**src/hdl/assert_macros.svh**
```systemverilog
// ----------------------------------------------------------------------------
// assert_macros.svh
// Assertion shorthands shared by the pan fusion RTL.
// ----------------------------------------------------------------------------
`ifndef ASSERT_MACROS_SVH
`define ASSERT_MACROS_SVH

// Same-cycle implication, held off while reset is asserted.
`define BMPF_ASSERT(lbl, clk, rstn, ante, cons, msg) \
    lbl: assert property (@(posedge clk) disable iff (!(rstn)) (ante) |-> (cons)) \
        else $error(msg);

// Next-cycle implication, held off while reset is asserted.
`define BMPF_ASSERT_NEXT(lbl, clk, rstn, ante, cons, msg) \
    lbl: assert property (@(posedge clk) disable iff (!(rstn)) (ante) |=> (cons)) \
        else $error(msg);

`endif

```
**src/hdl/bmpf_pkg.sv**
```systemverilog
`timescale 1ns / 1ps
// ----------------------------------------------------------------------------
// bmpf_pkg
// Widths, mode codes and beat types of the pan fusion pipeline.
// ----------------------------------------------------------------------------
package bmpf_pkg;

    localparam int SAMPLE_BITS = 8;
    localparam int LANES       = 3;
    localparam int SUM_BITS    = SAMPLE_BITS + 2;
    localparam int PROD_BITS   = 2 * SAMPLE_BITS;
    // 2*band*pan + sum
    localparam int NUM_BITS    = PROD_BITS + 2;
    // 2*sum, and also holds the divisor 2^SAMPLE_BITS of the product mode
    localparam int DEN_BITS    = SAMPLE_BITS + 3;

    localparam logic MODE_BROVEY = 1'b0;
    localparam logic MODE_MULT   = 1'b1;

    typedef logic [SAMPLE_BITS-1:0] sample_t;

    typedef struct packed {
        sample_t pan_sample;
        sample_t band_one;
        sample_t band_two;
        sample_t band_three;
    } pixel_t;

    typedef struct packed {
        sample_t fused_one;
        sample_t fused_two;
        sample_t fused_three;
        logic    zero_sum;
    } fused_t;

    typedef struct packed {
        logic                               mode;
        logic [LANES-1:0][PROD_BITS-1:0]    prod;
        logic [SUM_BITS-1:0]                sum;
    } prod_beat_t;

    typedef struct packed {
        logic                               zero;
        logic [DEN_BITS-1:0]                den;
        logic [LANES-1:0][DEN_BITS-1:0]     rem;
        logic [LANES-1:0][SAMPLE_BITS-1:0]  low;
        logic [LANES-1:0][SAMPLE_BITS-1:0]  quo;
    } div_beat_t;

endpackage

```
**src/hdl/bmpf_front.sv**
```systemverilog
`timescale 1ns / 1ps
// ----------------------------------------------------------------------------
// bmpf_front
// Two register stages: band products and band sum, then dividend and
// divisor set-up for the shared quotient pipeline.
// ----------------------------------------------------------------------------
`include "assert_macros.svh"

module bmpf_front
    import bmpf_pkg::*;
(
    input  logic      aclk,
    input  logic      aresetn,
    input  logic      mode,
    input  logic      in_valid,
    output logic      in_ready,
    input  pixel_t    in_data,
    output logic      out_valid,
    input  logic      out_ready,
    output div_beat_t out_data
);

    logic       prod_valid_reg;
    prod_beat_t prod_reg;
    prod_beat_t prod_next;
    logic       div_valid_reg;
    div_beat_t  div_reg;
    div_beat_t  div_next;
    logic       stage1_ready;
    logic       stage2_ready;

    logic [LANES-1:0][SAMPLE_BITS-1:0] band;
    logic [LANES-1:0][NUM_BITS-1:0]    num;

    assign stage2_ready = !div_valid_reg || out_ready;
    assign stage1_ready = !prod_valid_reg || stage2_ready;
    assign in_ready     = stage1_ready;
    assign out_valid    = div_valid_reg;
    assign out_data     = div_reg;

    // products of pan with each band, and the band sum
    always_comb begin
        band[0] = in_data.band_one;
        band[1] = in_data.band_two;
        band[2] = in_data.band_three;
        prod_next.mode = mode;
        for (int k = 0; k < LANES; k++) begin
            prod_next.prod[k] = PROD_BITS'(in_data.pan_sample) * PROD_BITS'(band[k]);
        end
        prod_next.sum = SUM_BITS'(in_data.band_one) + SUM_BITS'(in_data.band_two)
                      + SUM_BITS'(in_data.band_three);
    end

    // dividend and divisor; the product mode divides by 2^SAMPLE_BITS
    always_comb begin
        div_next.zero = (prod_reg.mode == MODE_BROVEY) && (prod_reg.sum == '0);
        if (prod_reg.mode == MODE_MULT) begin
            div_next.den = DEN_BITS'(1) << SAMPLE_BITS;
        end else begin
            div_next.den = DEN_BITS'({prod_reg.sum, 1'b0});
        end
        for (int k = 0; k < LANES; k++) begin
            if (prod_reg.mode == MODE_MULT) begin
                num[k] = NUM_BITS'(prod_reg.prod[k]);
            end else begin
                num[k] = NUM_BITS'({prod_reg.prod[k], 1'b0}) + NUM_BITS'(prod_reg.sum);
            end
            div_next.rem[k] = DEN_BITS'(num[k][NUM_BITS-1:SAMPLE_BITS]);
            div_next.low[k] = num[k][SAMPLE_BITS-1:0];
            div_next.quo[k] = '0;
        end
    end

    always_ff @(posedge aclk) begin
        if (!aresetn) begin
            prod_valid_reg <= 1'b0;
            div_valid_reg  <= 1'b0;
        end else begin
            if (stage1_ready) begin
                prod_valid_reg <= in_valid;
            end
            if (stage2_ready) begin
                div_valid_reg <= prod_valid_reg;
            end
        end
    end

    always_ff @(posedge aclk) begin
        if (in_valid && stage1_ready) begin
            prod_reg <= prod_next;
        end
        if (prod_valid_reg && stage2_ready) begin
            div_reg <= div_next;
        end
    end

    `BMPF_ASSERT_NEXT(a_accept_lands, aclk, aresetn, in_valid && in_ready, prod_valid_reg, "accepted pixel missing from product stage")
    `BMPF_ASSERT(a_den_nonzero, aclk, aresetn, div_valid_reg && !div_reg.zero, div_reg.den != '0, "zero divisor without zero flag")

endmodule

```
**src/hdl/bmpf_div_step.sv**
```systemverilog
`timescale 1ns / 1ps
// ----------------------------------------------------------------------------
// bmpf_div_step
// One restoring division step for all three lanes: one quotient bit per
// stage, shared divisor.
// ----------------------------------------------------------------------------
`include "assert_macros.svh"

module bmpf_div_step
    import bmpf_pkg::*;
(
    input  logic      aclk,
    input  logic      aresetn,
    input  logic      in_valid,
    output logic      in_ready,
    input  div_beat_t in_data,
    output logic      out_valid,
    input  logic      out_ready,
    output div_beat_t out_data
);

    logic      valid_reg;
    div_beat_t data_reg;
    div_beat_t data_next;

    assign in_ready  = !valid_reg || out_ready;
    assign out_valid = valid_reg;
    assign out_data  = data_reg;

    // shift in the next dividend bit, subtract the divisor where it fits
    always_comb begin
        logic [DEN_BITS:0] trial;
        logic              take;
        data_next = in_data;
        for (int k = 0; k < LANES; k++) begin
            trial = {in_data.rem[k], in_data.low[k][SAMPLE_BITS-1]};
            take  = trial >= {1'b0, in_data.den};
            if (take) begin
                data_next.rem[k] = DEN_BITS'(trial - {1'b0, in_data.den});
            end else begin
                data_next.rem[k] = DEN_BITS'(trial);
            end
            data_next.low[k] = {in_data.low[k][SAMPLE_BITS-2:0], 1'b0};
            data_next.quo[k] = {in_data.quo[k][SAMPLE_BITS-2:0], take};
        end
    end

    always_ff @(posedge aclk) begin
        if (!aresetn) begin
            valid_reg <= 1'b0;
        end else if (in_ready) begin
            valid_reg <= in_valid;
        end
    end

    always_ff @(posedge aclk) begin
        if (in_valid && in_ready) begin
            data_reg <= data_next;
        end
    end

    `BMPF_ASSERT(a_rem_below_den, aclk, aresetn, valid_reg && !data_reg.zero, (data_reg.rem[0] < data_reg.den) && (data_reg.rem[1] < data_reg.den) && (data_reg.rem[2] < data_reg.den), "partial remainder not below divisor")

endmodule

```
**src/hdl/brovey_multiplicative_pan_fusion_core.sv**
```systemverilog
`timescale 1ns / 1ps
// ----------------------------------------------------------------------------
// brovey_multiplicative_pan_fusion_core
// Pan sharpening of one pixel per clock while m_ready does not stall: Brovey ratio or multiplicative
// fusion of three multispectral bands with a panchromatic sample.
// ----------------------------------------------------------------------------
//
//   channel  ports                        beat
//   -------  ---------------------------  -------------------------------------
//   input    s_valid, s_ready, s_data     pixel_t: pan and three band samples
//   result   m_valid, m_ready, m_data     fused_t: three fused bands, zero flag
//   config   cfg_wr_en, cfg_wr_data       fusion mode, 0 Brovey, 1 multiplicative
//
// Throughput is one beat per clock while m_ready does not stall. Each beat
// passes a product stage, a dividend set-up stage, one stage per quotient
// bit of the restoring divider, and the output register.
// Reset is synchronous, active low; it clears all valid bits and selects
// Brovey mode. A stall at m_ready holds beats in place; empty stages still
// fill, so s_ready drops only when every stage is occupied.
// ----------------------------------------------------------------------------
`include "assert_macros.svh"

module brovey_multiplicative_pan_fusion_core
    import bmpf_pkg::*;
(
    input  logic   aclk,
    input  logic   aresetn,
    input  logic   cfg_wr_en,
    input  logic   cfg_wr_data,
    input  logic   s_valid,
    output logic   s_ready,
    input  pixel_t s_data,
    output logic   m_valid,
    input  logic   m_ready,
    output fused_t m_data
);

    // Fusion mode; it is captured with each pixel in the product stage.
    logic fusion_mode_reg;

    // Divider chain: index 0 is fed by the front end, the last index feeds
    // the output register.
    logic      [SAMPLE_BITS:0] div_valid;
    logic      [SAMPLE_BITS:0] div_ready;
    div_beat_t                 div_data [SAMPLE_BITS+1];

    div_beat_t last_beat;
    logic      m_valid_reg;
    fused_t    m_data_reg;
    fused_t    m_data_next;

    always_ff @(posedge aclk) begin
        if (!aresetn) begin
            fusion_mode_reg <= MODE_BROVEY;
        end else if (cfg_wr_en) begin
            fusion_mode_reg <= cfg_wr_data;
        end
    end

    // Products, band sum, dividend and divisor.
    bmpf_front u_front (
        .aclk      (aclk),
        .aresetn   (aresetn),
        .mode      (fusion_mode_reg),
        .in_valid  (s_valid),
        .in_ready  (s_ready),
        .in_data   (s_data),
        .out_valid (div_valid[0]),
        .out_ready (div_ready[0]),
        .out_data  (div_data[0])
    );

    // One quotient bit per stage, most significant first.
    for (genvar s = 0; s < SAMPLE_BITS; s++) begin : g_div
        bmpf_div_step u_step (
            .aclk      (aclk),
            .aresetn   (aresetn),
            .in_valid  (div_valid[s]),
            .in_ready  (div_ready[s]),
            .in_data   (div_data[s]),
            .out_valid (div_valid[s+1]),
            .out_ready (div_ready[s+1]),
            .out_data  (div_data[s+1])
        );
    end

    // Output register: advance when empty or when the sink takes the beat.
    assign div_ready[SAMPLE_BITS] = !m_valid_reg || m_ready;
    assign last_beat              = div_data[SAMPLE_BITS];

    // Force zero results when Brovey mode met three zero bands.
    always_comb begin
        m_data_next.zero_sum = last_beat.zero;
        if (last_beat.zero) begin
            m_data_next.fused_one   = '0;
            m_data_next.fused_two   = '0;
            m_data_next.fused_three = '0;
        end else begin
            m_data_next.fused_one   = last_beat.quo[0];
            m_data_next.fused_two   = last_beat.quo[1];
            m_data_next.fused_three = last_beat.quo[2];
        end
    end

    always_ff @(posedge aclk) begin
        if (!aresetn) begin
            m_valid_reg <= 1'b0;
        end else if (div_ready[SAMPLE_BITS]) begin
            m_valid_reg <= div_valid[SAMPLE_BITS];
        end
    end

    always_ff @(posedge aclk) begin
        if (div_valid[SAMPLE_BITS] && div_ready[SAMPLE_BITS]) begin
            m_data_reg <= m_data_next;
        end
    end

    assign m_valid = m_valid_reg;
    assign m_data  = m_data_reg;

    `BMPF_ASSERT(a_zero_flag_clears, aclk, aresetn, m_valid && m_data.zero_sum, (m_data.fused_one == '0) && (m_data.fused_two == '0) && (m_data.fused_three == '0), "zero flag with nonzero fused samples")
    `BMPF_ASSERT(a_backpressure_full, aclk, aresetn, !s_ready, m_valid && !m_ready, "input held off while output side can move")

endmodule

```
**config.mk**
```make
export PLATFORM = sky130hd
export DESIGN_NAME = brovey_multiplicative_pan_fusion_core
export DESIGN_NICKNAME = d
export VERILOG_FILES = /design/src/hdl/bmpf_pkg.sv /design/src/hdl/bmpf_front.sv /design/src/hdl/bmpf_div_step.sv /design/src/hdl/brovey_multiplicative_pan_fusion_core.sv
export VERILOG_INCLUDE_DIRS = /design/src /design/src/hdl
export SDC_FILE = /design/constraint.sdc
export NUM_CORES = 2
export LEC_CHECK = 0
export CORE_UTILIZATION = 45
export CTS_CLUSTER_DIAMETER = 40
export DETAILED_ROUTE_END_ITERATION = 16
export DONT_BUFFER_PORTS = 1
export PLACE_DENSITY = 0.62
export REMOVE_ABC_BUFFERS = 1
export SKIP_CTS_REPAIR_TIMING = 1
export SYNTH_ARGS = -nofsm -noshare
export SYNTH_HDL_FRONTEND = slang
export SYNTH_SLANG_ARGS = --single-unit
```
**constraint.sdc**
```tcl
create_clock -name aclk -period 13.1 [get_ports aclk]
set_input_delay 0.655 -clock aclk [delete_from_list [all_inputs] [get_ports aclk]]
set_output_delay 0.655 -clock aclk [all_outputs]
set_load 0.02 [all_outputs]
```
[Yosys cells after proc, flatten, opt, wreduce, memory -nomap -nowiden]
Cells that the tools add are included.
Cells by class
  multipliers: 3
  bitwise gates (word level): 1
  reductions and logical operators: 35
  add/sub/neg operators: 26
  mux-type cells: 24
  order comparisons: 24
Operators with widths (number)
  12-bit by 11-bit >= comparator with 1-bit output: 21
  11-bit 2-to-1 mux: 21
  11-bit subtractor: 21
  17-bit by 10-bit adder with 18-bit output: 3
  8-bit by 8-bit multiplier with 16-bit output: 3
  16-bit 2-to-1 mux: 3
  11-bit >= comparator: 3
  1-bit logical AND: 12
  1-bit zero test: 11
  1-bit logical OR: 11
  10-bit by 8-bit adder with 10-bit output: 1
  10-bit zero test: 1
  8-bit by 8-bit adder with 9-bit output: 1
  1-bit inverter: 1
Word-level totals
  output and inout bits: 27
  register bits after elaboration: 670
  input port bits: 38

[Longest topological paths before layout]
  word-level depth: 13
  gate-level depth with buffers: 17

[Cells and area by module]
A second synthesis with hierarchy kept.
Unflattened totals
  cell total of the unflattened synthesis: 4213
  area total of the unflattened synthesis: 52064.9 µm²
Modules (own cells, without submodules)
  bmpf_div_step (g_div[0].u_step ...): sequential area each 2722.6 µm², instances 6, area each 4777.1 µm², cells an instance 366
  bmpf_front: sequential area each 3763.6 µm², instances 1, area each 12961.2 µm², cells an instance 1292
  bmpf_div_step (g_div[4].u_step): sequential area each 2722.6 µm², instances 1, area each 4698.3 µm², cells an instance 333
  bmpf_div_step (g_div[3].u_step): sequential area each 2722.6 µm², instances 1, area each 4692.0 µm², cells an instance 333
  brovey_multiplicative_pan_fusion_core: sequential area each 790.8 µm², instances 1, area each 1051.0 µm², cells an instance 59

[Least setup slack after synthesis]
OpenSTA, ideal clock, no wires.
  kind: input-to-reg
  from: input m_ready
  to: register g_div[0].u_step.data_reg, in the netlist g_div[0].u_step.out_data[0], enable pin
  path buffers: 0
  slack: 6587 ps
  arrival: 5915 ps
  cell stages on the path: 3
  path through: nor3b_1 and4_1 a21boi_0
On the way
  cells in the longest elaborated chain, start to end: 10
RTL lines
  from (decl): line brovey_multiplicative_pan_fusion_core.sv:34  | input logic m_ready,
  1-bit logical OR: line brovey_multiplicative_pan_fusion_core.sv:88  | assign div_ready[SAMPLE_BITS] = !m_valid_reg || m_ready;
  1-bit logical OR (8 in series): line bmpf_div_step.sv:26  | assign in_ready = !valid_reg || out_ready;
  1-bit logical AND: line bmpf_div_step.sv:57  | if (in_valid && in_ready) begin
  to (signal assigned): line bmpf_div_step.sv:58  | data_reg <= data_next;
  to (decl): line bmpf_div_step.sv:23  | div_beat_t data_reg;
Every way passes these cells.
A chain may end at the register's enable or synchronous reset.

==> results list <==
* Initial Utilization: 0.457
- For this design the top-level I/O count stands at 65.
- Dividing the final minimum period by the clock period gives 0.330.
- Clock Skew: 0.0273 ns
- In the routed design, unresolved DRC markers number 0.
- Level count of the clock H-tree: 3
* Crit path time final: 4.32 ns
- Max FFs per register: 501
- The die is 305 µm wide.
- For this run, the register share of the synthesized area comes to 0.478.
- Global route overflow: 0
* Critical path required time: 13.54 ns
* Type of the worst min-delay path: in2reg
- Share of the synthesized area in the top cell type: 0.472
* Number of flops mapped to enable cells by yosys: 650
- Nature of the critical path startpoint: primary input
- The via count of the first global-routing pass is 25569.
- Layout-stage area growth over the synthesis result: 11.4%
* Final standard cell count with taps included and fillers excluded: 4805
- Walking the worst path, the cells encountered are nand2_1, fa_1, fa_1, inv_1, fa_1, inv_1, fa_1, inv_1, ha_1, o21ai_0, a21oi_1, o41ai_1, nor2_1, a311oi_1.
- The mapped netlist covers 41300 µm².
- Final hold violation count: 0
- At the worst endpoint, the arrival time is 4.77 ns.
- The die covers 93000 µm².
- Leakage Power: 18.4 nW
- Counting along the longest clock path gives a buffer depth of 3.
* Startpoint-to-endpoint class of the critical path: in2reg
- Counting cells, the worst reg-to-reg path comes to 8.
- Clock-pin slew of the registers on the worst-case setup and hold paths: 0.05 ns
- The number of max-slew violations in the final report is 0.
- Worst-path maximum fanout: 24
* Cell type contributing the most total cell area after synthesis: sky130_fd_sc_hd__edfxtp_1
* Top area cells in the synthesized netlist: sky130_fd_sc_hd__edfxtp_1 (47%), sky130_fd_sc_hd__ha_1 (12%), sky130_fd_sc_hd__fa_1 (6.5%), sky130_fd_sc_hd__inv_1 (3.2%), sky130_fd_sc_hd__xnor2_1 (3.1%)
- Hold depth: 1
* Most instantiated flip-flop cell in the synthesis netlist: sky130_fd_sc_hd__edfxtp_1
- In this run the core area contains 110 standard-cell rows.
- In this design, the stage delay of the slowest critical-path cell is 0.73 ns.
- Setup repair after global routing missed its margin: false
- After detailed placement, the total cell area comes to 42700 µm².
- Post-synthesis async set-or-reset flop share: 0
- The library cell used most frequently in the layout, excluding fill and tap cells, is sky130_fd_sc_hd__edfxtp_1.
- The startpoint identified for the worst register-to-register timing path is g_div[0].u_step.out_data[86].
* Max-Cap Viols: 0
- Synthesis produced a netlist whose cell count is 3496.
* Starting DRC count in detailed routing: 1592
- Clock tree from TritonCTS: done
- TritonCTS sink count: 662
- Number of fill cells in the layout: 7916
- Relative slew slack: 0.333
- The first global-routing pass estimated 138 mm of wire.
* Ratio of cells with drive above 1 in the final layout: 0.0904
- The Yosys step of the flow raised 0 warnings.
- Run status: finished, final reports clean
- Synthesized flop and latch total: 662
* DR WL/cell: 18.1 µm
- CTS root buf: sky130_fd_sc_hd__clkbuf_16
- The most numerous cell type found on the critical path is sky130_fd_sc_hd__fa_1.
- In the layout the commonest cells are sky130_fd_sc_hd__edfxtp_1 (650), sky130_fd_sc_hd__ha_1 (391), sky130_fd_sc_hd__inv_1 (357).
- The average instance in the mapped netlist occupies 11.8 µm².
* Routability-driven placement congestion ratio: 0.893
* Worst-skew pair later-pin latency: 0.67 ns
- Number of iterations in the first detailed-routing pass: 5
- The worst register-to-register path has a setup slack of 9.86 ns.
* Final net count: 4112
* Worst Min Path Start: aresetn
- The floorplan step defined a core boundary enclosing 90400 µm².
* Initial antenna violation count: 0
* Slew @ Worst Pin: 0.999 ns
* Power per cell area: 149 nW/µm²
* Number of distinct library cell variants in the gate-level netlist after synthesis: 83
- The die is 305 µm tall.
* Average vias per placed instance: 5.35
- Summed area of non-filler cells in the final layout: 46000 µm²
- The worst setup path is captured at a flop.
* Worst slack on hold paths: 0.127 ns
- Among all stages on the critical path, the largest delay is contributed by sky130_fd_sc_hd__o41ai_1.
- Combined global-route utilization of all metal layers: 0.188
- Peak clock frequency supported by timing: 231 MHz
- Total inserted antenna cells: 0
- Across all layers, the routed design uses 25725 vias.
* Post-detailed-route count of antenna-violating nets: 0
- Wires add up to 87.0 mm.
* Worst r2r dst: g_div[1].u_step.out_data[57]
- TritonCTS created 93 clock buffers.
- HPWL reported at the end of detailed placement: 67.1 mm
* Maximum number of pins on one net before global-route repair: 69
- Port buffering added 0 buffers.
* Maximum vdd ir drop: 0.103 mV
* Cell count after placement: 4630
* Setup Total Neg Slack: 0 ns
* Final setup violation count: 0
* Hold EP: g_div[6].u_step.out_valid
## worst max-delay path: cells and delay by family
kind	cells	cell delay, ns
compound gates	4	1.35
fa+ha+maj	5	2.42
buf+inv	3	0.15
simple gates	2	0.17
## cells in the mapped netlist (28+ instances only)
master / n
sky130_fd_sc_hd__and2_1: 159
sky130_fd_sc_hd__nor2b_1: 90
sky130_fd_sc_hd__edfxtp_1: 650
sky130_fd_sc_hd__nor2_1: 171
sky130_fd_sc_hd__nand2_1: 189
sky130_fd_sc_hd__mux2_2: 90
sky130_fd_sc_hd__a21oi_1: 204
sky130_fd_sc_hd__nor3_1: 38
sky130_fd_sc_hd__clkbuf_1: 37
sky130_fd_sc_hd__ha_1: 391
sky130_fd_sc_hd__o31ai_1: 28
sky130_fd_sc_hd__nand3_1: 55
sky130_fd_sc_hd__xor2_1: 55
sky130_fd_sc_hd__inv_1: 357
sky130_fd_sc_hd__xnor2_1: 146
sky130_fd_sc_hd__a21o_1: 67
sky130_fd_sc_hd__o21ai_0: 132
sky130_fd_sc_hd__fa_1: 134
sky130_fd_sc_hd__o21a_1: 55
## stage by stage
step	util	setup WS [ns]	total power, mW
after floorplan	-	6.59	3.91
after global placement	0.473	8.26	4.32
after detailed placement	0.473	8.14	4.33
after CTS	0.509	8.84	6.95
after global routing	0.509	8.51	7.24
final	0.509	8.78	6.87
## worst max-delay path by stage
stage               startpoint                           to  slack [ns]  depth (start not counted)
finish              s_data[24]         u_front.prod_reg[25]        8.78                         14
global placement    s_data[24]         u_front.prod_reg[23]        8.26                         13
detailed placement  s_data[24]         u_front.prod_reg[25]        8.14                         14
floorplan              m_ready  g_div[0].u_step.out_data[0]        6.59                          3
CTS                 s_data[24]         u_front.prod_reg[25]        8.84                         14
global route        s_data[24]         u_front.prod_reg[25]        8.51                         14
## final cells by class
cell class              count  area, µm²  share of cell area
clock buffers             101       2360              0.0512
repair buffers             14        105             0.00228
well taps                1176       1470              0.0320
multi-input cells        2419      20100               0.436
clock inverters            74        936              0.0203
flip-flops and latches    662      19800               0.429
inverters                 359       1350              0.0293
## kinds of logic (layout without fill, tap and decap cells)
kind of cell,count (synthesis),after routing,synth area share
AOI/OAI and AO/OA,699,699,0.112
xor gates and xnor gates,201,201,0.0426
adders and majority gates,525,525,0.183
buffers and inverters,415,548,0.0384
DFF,662,662,0.478
muxes,125,125,0.0339
and+or+nand+nor,869,869,0.111
## per-layer routing
metal,global-route usage,wire (µm),vias to the layer above
met3,0.0233,2770,127
met5,0,0,-
li1,-,-,12810
met2,0.337,44200,422
met1,0.234,37900,12366
met4,0.0623,2130,0
## power by group
part	internal, mW	switching, mW
combinational	0.709	0.903
clock	1.58	1.00
sequential	2.54	0.133
total	4.83	2.04
Power figures use the tool's default switching activity.
